[config.mk]
export PLATFORM = sky130hd
export DESIGN_NAME = word_hash_mix_final
export DESIGN_NICKNAME = d
export VERILOG_FILES = /design/src/rtl/core/whmf_pkg.sv /design/src/rtl/core/word_hash_mix_final.sv /design/src/rtl/core/whmf_accum.sv /design/src/rtl/core/whmf_final.sv
export SDC_FILE = /design/constraint.sdc
export NUM_CORES = 2
export LEC_CHECK = 0
export BUFFER_PORTS_ARGS = -buffer_cell sky130_fd_sc_hd__buf_2
export CORE_UTILIZATION = 55
export CTS_CLUSTER_SIZE = 20
export DETAILED_ROUTE_END_ITERATION = 16
export GPL_TIMING_DRIVEN = 1
export PLACE_DENSITY = 0.68
export SETUP_SLACK_MARGIN = 0.05
export SLEW_MARGIN = 20
export SYNTH_ARGS = -nofsm -noshare
export SYNTH_HDL_FRONTEND = slang
export SYNTH_SLANG_ARGS = --single-unit
[constraint.sdc]
create_clock -name clk -period 24.8 [get_ports clk]
set_input_delay 7.44 -clock clk [delete_from_list [all_inputs] [get_ports clk]]
set_output_delay 7.44 -clock clk [all_outputs]
set_load 0.005 [all_outputs]
[src/rtl/core/whmf_pkg.sv]
package whmf_pkg;

  localparam logic [31:0] HashInit = 32'hdeadbeef;

  typedef struct packed {
    logic [31:0] a;
    logic [31:0] b;
    logic [31:0] c;
  } hash_state_t;

  // completed key handed from the accumulator to the final stage
  typedef struct packed {
    logic        load;
    hash_state_t st;
  } fin_req_t;

  localparam hash_state_t StateInit = '{a: HashInit, b: HashInit, c: HashInit};

  function automatic logic [31:0] rotl(input logic [31:0] x, input int unsigned n);
    rotl = (x << n) | (x >> (32 - n));
  endfunction

  function automatic hash_state_t mix_rounds(input hash_state_t s);
    logic [31:0] a;
    logic [31:0] b;
    logic [31:0] c;
    a = s.a;
    b = s.b;
    c = s.c;
    a = a - c; a = a ^ rotl(c, 4);  c = c + b;
    b = b - a; b = b ^ rotl(a, 6);  a = a + c;
    c = c - b; c = c ^ rotl(b, 8);  b = b + a;
    a = a - c; a = a ^ rotl(c, 16); c = c + b;
    b = b - a; b = b ^ rotl(a, 19); a = a + c;
    c = c - b; c = c ^ rotl(b, 4);  b = b + a;
    mix_rounds = '{a: a, b: b, c: c};
  endfunction

  function automatic hash_state_t final_rounds(input hash_state_t s);
    logic [31:0] a;
    logic [31:0] b;
    logic [31:0] c;
    a = s.a;
    b = s.b;
    c = s.c;
    c = c ^ b; c = c - rotl(b, 14);
    a = a ^ c; a = a - rotl(c, 11);
    b = b ^ a; b = b - rotl(a, 25);
    c = c ^ b; c = c - rotl(b, 16);
    a = a ^ c; a = a - rotl(c, 4);
    b = b ^ a; b = b - rotl(a, 14);
    c = c ^ b; c = c - rotl(b, 24);
    final_rounds = '{a: a, b: b, c: c};
  endfunction

endpackage

[src/rtl/core/word_hash_mix_final.sv]
// Channel  Handshake              Payload
// in       in_valid / in_ready    key_word    (one 32-bit key word per transfer)
// out      out_valid / out_ready  hash_value  (one hash per completed key)
// cfg      cfg_valid / cfg_ready  key_words   (words per key, 0 means 256)
//
// One key word per cycle, but for the stall named below. A key's last
// word passes the input register, accumulate (mix rounds and add) into the
// final stage, then final rounds into the output register. The mix-and-add
// and the final-round paths are each about seven add levels deep and set
// the clock. Synchronous reset clears the accumulators to their initial
// value and sets key_len to 1. A stalled output backs up through the final
// stage only when a key's last word needs it; cfg_ready is always high.
module word_hash_mix_final (
  input  logic        clk,
  input  logic        rst,
  input  logic        in_valid,
  output logic        in_ready,
  input  logic [31:0] key_word,
  output logic        out_valid,
  input  logic        out_ready,
  output logic [31:0] hash_value,
  input  logic        cfg_valid,
  output logic        cfg_ready,
  input  logic [7:0]  key_words
);

  logic [7:0]         key_len;
  logic               fin_free;
  whmf_pkg::fin_req_t fin_req;

  assign cfg_ready = 1'b1;

  always_ff @(posedge clk) begin
    if (rst) begin
      key_len <= 8'd1;
    end else if (cfg_valid && cfg_ready) begin
      key_len <= key_words;
    end
  end

  whmf_accum u_accum (
    .clk      (clk),
    .rst      (rst),
    .in_valid (in_valid),
    .in_ready (in_ready),
    .key_word (key_word),
    .key_len  (key_len),
    .fin_free (fin_free),
    .fin_req  (fin_req)
  );

  whmf_final u_final (
    .clk        (clk),
    .rst        (rst),
    .fin_req    (fin_req),
    .fin_free   (fin_free),
    .out_valid  (out_valid),
    .out_ready  (out_ready),
    .hash_value (hash_value)
  );

endmodule

[src/rtl/core/whmf_accum.sv]
module whmf_accum (
  input  logic                 clk,
  input  logic                 rst,
  input  logic                 in_valid,
  output logic                 in_ready,
  input  logic [31:0]          key_word,
  input  logic [7:0]           key_len,
  input  logic                 fin_free,
  output whmf_pkg::fin_req_t   fin_req
);

  logic                  w_valid;
  logic [31:0]           w_word;
  whmf_pkg::hash_state_t acc;
  logic [1:0]            group_pos;
  logic [7:0]            words_taken;

  whmf_pkg::hash_state_t acc_next;
  logic [1:0]            group_pos_next;
  logic [7:0]            taken_next;
  logic                  w_last;
  logic                  w_go;

  assign taken_next = words_taken + 8'd1;
  assign w_last     = (taken_next == key_len);
  assign w_go       = w_valid && (!w_last || fin_free);
  assign in_ready   = !w_valid || w_go;

  always_comb begin
    acc_next       = acc;
    group_pos_next = group_pos;
    if (group_pos == 2'd3) begin
      acc_next       = whmf_pkg::mix_rounds(acc);
      group_pos_next = 2'd0;
    end
    unique case (group_pos_next)
      2'd0:    acc_next.a = acc_next.a + w_word;
      2'd1:    acc_next.b = acc_next.b + w_word;
      default: acc_next.c = acc_next.c + w_word;
    endcase
    group_pos_next = group_pos_next + 2'd1;
  end

  assign fin_req.load = w_go && w_last;
  assign fin_req.st   = acc_next;

  always_ff @(posedge clk) begin
    if (rst) begin
      w_valid <= 1'b0;
    end else if (in_valid && in_ready) begin
      w_valid <= 1'b1;
    end else if (w_go) begin
      w_valid <= 1'b0;
    end
  end

  always_ff @(posedge clk) begin
    if (in_valid && in_ready) begin
      w_word <= key_word;
    end
  end

  always_ff @(posedge clk) begin
    if (rst) begin
      acc         <= whmf_pkg::StateInit;
      group_pos   <= 2'd0;
      words_taken <= 8'd0;
    end else if (w_go) begin
      if (w_last) begin
        acc         <= whmf_pkg::StateInit;
        group_pos   <= 2'd0;
        words_taken <= 8'd0;
      end else begin
        acc         <= acc_next;
        group_pos   <= group_pos_next;
        words_taken <= taken_next;
      end
    end
  end

endmodule

[src/rtl/core/whmf_final.sv]
module whmf_final (
  input  logic               clk,
  input  logic               rst,
  input  whmf_pkg::fin_req_t fin_req,
  output logic               fin_free,
  output logic               out_valid,
  input  logic               out_ready,
  output logic [31:0]        hash_value
);

  logic                  fin_valid;
  whmf_pkg::hash_state_t fin_st;
  whmf_pkg::hash_state_t fin_res;
  logic                  out_take;

  assign out_take = !out_valid || out_ready;
  assign fin_free = !fin_valid || out_take;
  assign fin_res  = whmf_pkg::final_rounds(fin_st);

  always_ff @(posedge clk) begin
    if (rst) begin
      fin_valid <= 1'b0;
    end else if (fin_req.load) begin
      fin_valid <= 1'b1;
    end else if (out_take) begin
      fin_valid <= 1'b0;
    end
  end

  always_ff @(posedge clk) begin
    if (fin_req.load) begin
      fin_st <= fin_req.st;
    end
  end

  always_ff @(posedge clk) begin
    if (rst) begin
      out_valid <= 1'b0;
    end else if (fin_valid && out_take) begin
      out_valid <= 1'b1;
    end else if (out_ready) begin
      out_valid <= 1'b0;
    end
  end

  always_ff @(posedge clk) begin
    if (fin_valid && out_take) begin
      hash_value <= fin_res.c;
    end
  end

endmodule
==> flow_summary_export.csv <==
group,metric,value,unit
die,floorplan.initialDensity,55.6,%
logic_synthesis,async_set_or_reset_flop_fraction_in_the_synthesized_netlist,0,%
clock_network,htree_levels,2,
sta,finalWorstPathRequiredPeriod,23350,ps
logic_synthesis,syn_inst,5793,
sta,timing_max_transition_violations_final,0,
routing,route.detailed.wl_per_inst,25.0,µm
routing,route.detailed.vias_per_inst,6.04,
job,drv.max_cap_violation_count,0,
placed_design,numPortBuffers,78,
worst_setup_path,classification_of_the_worst_setup_path,"flop to flop",
sta,setup_total_negative_slack,0,ps
logic_synthesis,yosysWarningCount,0,
sta,finClkSkew,43.4,ps
logic_synthesis,synth_area,46500,µm²
clock_network,clk-insertion-delay-late,580,ps
clock_network,cts_tree,"built",
sta,max-slew-margin-rel,17.7,%
routing,initialDrtViolationCount,3401,
worst_setup_path,crit_path_max_incr_delay,690,ps
routing,drt_first_pass_iters,5,
placed_design,routabilityCongestion,1.07,
clock_network,cts_buf_count,35,
global_routing,gr-usage-met3,5.71,%
global_routing,grt_overflow_total,0,
global_routing,overall_track_demand_over_capacity_in_global_routing,39.9,%
worst_hold_path,hold_class,"flop to flop",
sta,unrepaired_setup_endpoints_after_global_routing,"false",
global_routing,antenna_found_initial,2,
clock_network,max-clock-path-buffers,3,
global_routing,grt_pass1_wl,254,mm
global_routing,first_global_vias,39822,
global_routing,gr-max-usage-layer,"met2",
sta,worst_slew_pin_slew,1230,ps
logic_synthesis,avgSynthCellArea,8.03,µm²
die,row_count,106,
logic_synthesis,synth_edf_count,160,
placed_design,detailedPlacementHpwl,151,mm
routing,wirelength_routed,175,mm
global_routing,pin_count_of_the_biggest_net_entering_global_routing,69,
sta,max_freq,42.8,MHz
logic_synthesis,synth_nets,6534,
clock_network,ctsRootBufferMaster,"sky130_fd_sc_hd__clkbuf_16",
die,boundaryPins,80,
sta,final_min_period_over_clock_period,94.2,%
logic_synthesis,ys_seq_area_share,15.4,%
logic_synthesis,synth-main-ff-cell,"sky130_fd_sc_hd__edfxtp_1",
die,coreArea,83700,µm²
worst_setup_path,timing.critical_path.required,25120,ps
logic_synthesis,synth-seq-cells,277,
die,design.die.area,85800,µm²
cells_and_area,layout-drive-gt1-share,6.07,%
logic_synthesis,synth_cell_types,125,
global_routing,grt_met2_use,65.1,%
worst_setup_path,critPathMaxFanout,9,
clock_network,tritoncts_num_sinks,277,
cells_and_area,filler_cell_count,7700,
sta,setup-violations-final,0,
routing,postRouteAntennaNets,0,
worst_setup_path,cell_at_the_slowest_stage_of_the_critical_path,"sky130_fd_sc_hd__xnor2_1",
die,die_h,293,µm
die,die_w,293,µm
worst_setup_path,worstSetupEndpointType,"flop",
cells_and_area,diodes,0,
cells_and_area,syn_to_final_growth,6.55,%
routing,vias,42237,
outcome,run_status,"finished clean",
cells_and_area,num-nets-final,6576,
routing,drc_violations_left,0,
worst_setup_path,worstPathArrival,23670,ps
worst_setup_path,timing.critical_path.from_type,"flop",
sta,final_hold_viol_count,0,
clock_network,clk_transition_reported_paths,70,ps
global_routing,global_route.usage.met1,48.7,%
worst_setup_path,ff2ff_setup_slack,1450,ps
routing by layer:
metal / part of all wire, % / vias up
li1: - / 20288
met1: 40 / 19697
met2: 45 / 1764
met3: 7.4 / 486
met4: 8.1 / 2
met5: 0.0086 / -
final cells by class:
cell class / instances / area (µm²) / share of cell area [%]
Multi-Input combinational cell: 4684 / 36400 / 73.5
Sequential cell: 277 / 7150 / 14.4
Inverter: 729 / 2740 / 5.52
Tap cell: 1134 / 1420 / 2.86
Clock buffer: 47 / 1010 / 2.04
Timing Repair Buffer: 108 / 616 / 1.24
Clock inverter: 17 / 198 / 0.399
worst max-delay path: cells and delay by family, from the launching register on:
family	cells	cell delay (ps)
compound gates	64	12250
simple gates	23	3880
flops	1	580
xor+xnor	8	2980
buf+inv	6	700
fa+ha+maj	7	2670
state kept, by name (all words and copies together), names as in the netlist:
register             count
u_accum.acc             96
key_len                  8
u_accum.w_word          32
u_accum.group_pos        2
u_final.hash_value      32
u_accum.w_valid          1
u_final.fin_st          96
u_final.out_valid        1
u_accum.words_taken      8
u_final.fin_valid        1
through the flow:
step | utilization (%) | cell area [µm²] | cells | hold WS [ps] | worst slack (ps)
finish | 59.2 | 49600 | 6996 | 515 | 1450
global route | 59.2 | 49600 | 6996 | 553 | 17.9
CTS | 59.0 | 49400 | 6992 | 507 | 933
detailed placement | 57.5 | 48100 | 6928 | 494 | 1090
global placement | 57.5 | 48100 | 6928 | 492 | 1410
floorplan | - | 46500 | 5793 | 461 | 4740
kinds of logic after synthesis:
family	after synthesis	share of synthesized area, %
other	1	0.00806
adders and majority gates	703	19.2
muxes	130	2.97
buffers and inverters	832	6.83
AOI/OAI and AO/OA	1664	23.5
DFF	277	15.4
and+or+nand+nor	1126	11.3
xor gates and xnor gates	1060	20.8
Yosys cell counts (all sizes together) (15+ instances only):
| cell type | number | area share [%] |
|---|---|---|
| a31oi | 28 | 0.44 |
| nand4 | 45 | 0.61 |
| o211ai | 39 | 0.72 |
| a21boi | 63 | 1.0 |
| mux2 | 63 | 1.5 |
| o21a | 74 | 1.2 |
| o41ai | 15 | 0.37 |
| nand3 | 68 | 0.73 |
| inv | 729 | 5.9 |
| fa | 21 | 0.90 |
| mux2i | 67 | 1.4 |
| nor2 | 357 | 2.9 |
| and2 | 32 | 0.43 |
| a22oi | 29 | 0.47 |
| or3 | 27 | 0.38 |
| ha | 675 | 18 |
| nand2b | 49 | 0.66 |
| edfxtp | 160 | 10 |
| nand2 | 333 | 2.7 |
| nor3 | 83 | 0.96 |
| xor2 | 231 | 4.4 |
| buf | 36 | 0.38 |
| o31ai | 20 | 0.32 |
| clkbuf | 67 | 0.56 |
| a21oi | 489 | 5.3 |
| a21o | 229 | 3.7 |
| o21bai | 227 | 3.7 |
| or2 | 15 | 0.20 |
| a211oi | 20 | 0.37 |
| dfxtp | 117 | 5.0 |
| xnor2 | 809 | 15 |
| o21ai | 315 | 3.4 |
| and3 | 22 | 0.30 |
| nor2b | 43 | 0.58 |
| xnor3 | 18 | 0.88 |
what timing repair did:
item / 4_1_cts / 5_1_grt
hold buffers: 0 / 0
gates resized for setup: 0 / 30
setup buffers: 0 / 4
setup endpoints to repair: 0 / 20
worst paths after layout:
path	cells past startpoint	from	end
worst max-delay path	108	u_final.fin_st[51]	u_final.hash_value[31]
worst min-delay path	2	u_accum.acc[66]	u_accum.acc[66]
worst min register to register	2	u_accum.acc[66]	u_accum.acc[66]
worst max register to register	108	u_final.fin_st[51]	u_final.hash_value[31]
cell usage in the layout, fill, tap and decap left out, types with 74 or more instances in the layout:
cell type	n
sky130_fd_sc_hd__nor3_1	77
sky130_fd_sc_hd__buf_2	78
sky130_fd_sc_hd__edfxtp_1	160
sky130_fd_sc_hd__nand2_1	331
sky130_fd_sc_hd__ha_1	672
sky130_fd_sc_hd__o21bai_1	227
sky130_fd_sc_hd__xor2_1	225
sky130_fd_sc_hd__o21ai_0	290
sky130_fd_sc_hd__a21o_1	229
sky130_fd_sc_hd__xnor2_1	786
sky130_fd_sc_hd__o21a_1	74
sky130_fd_sc_hd__inv_1	725
sky130_fd_sc_hd__nor2_1	355
sky130_fd_sc_hd__dfxtp_1	117
sky130_fd_sc_hd__a21oi_1	482
Power is left out: the tool's default activity adds up to more than one toggle a clock period on the data nets, which glitch-free logic cannot reach.
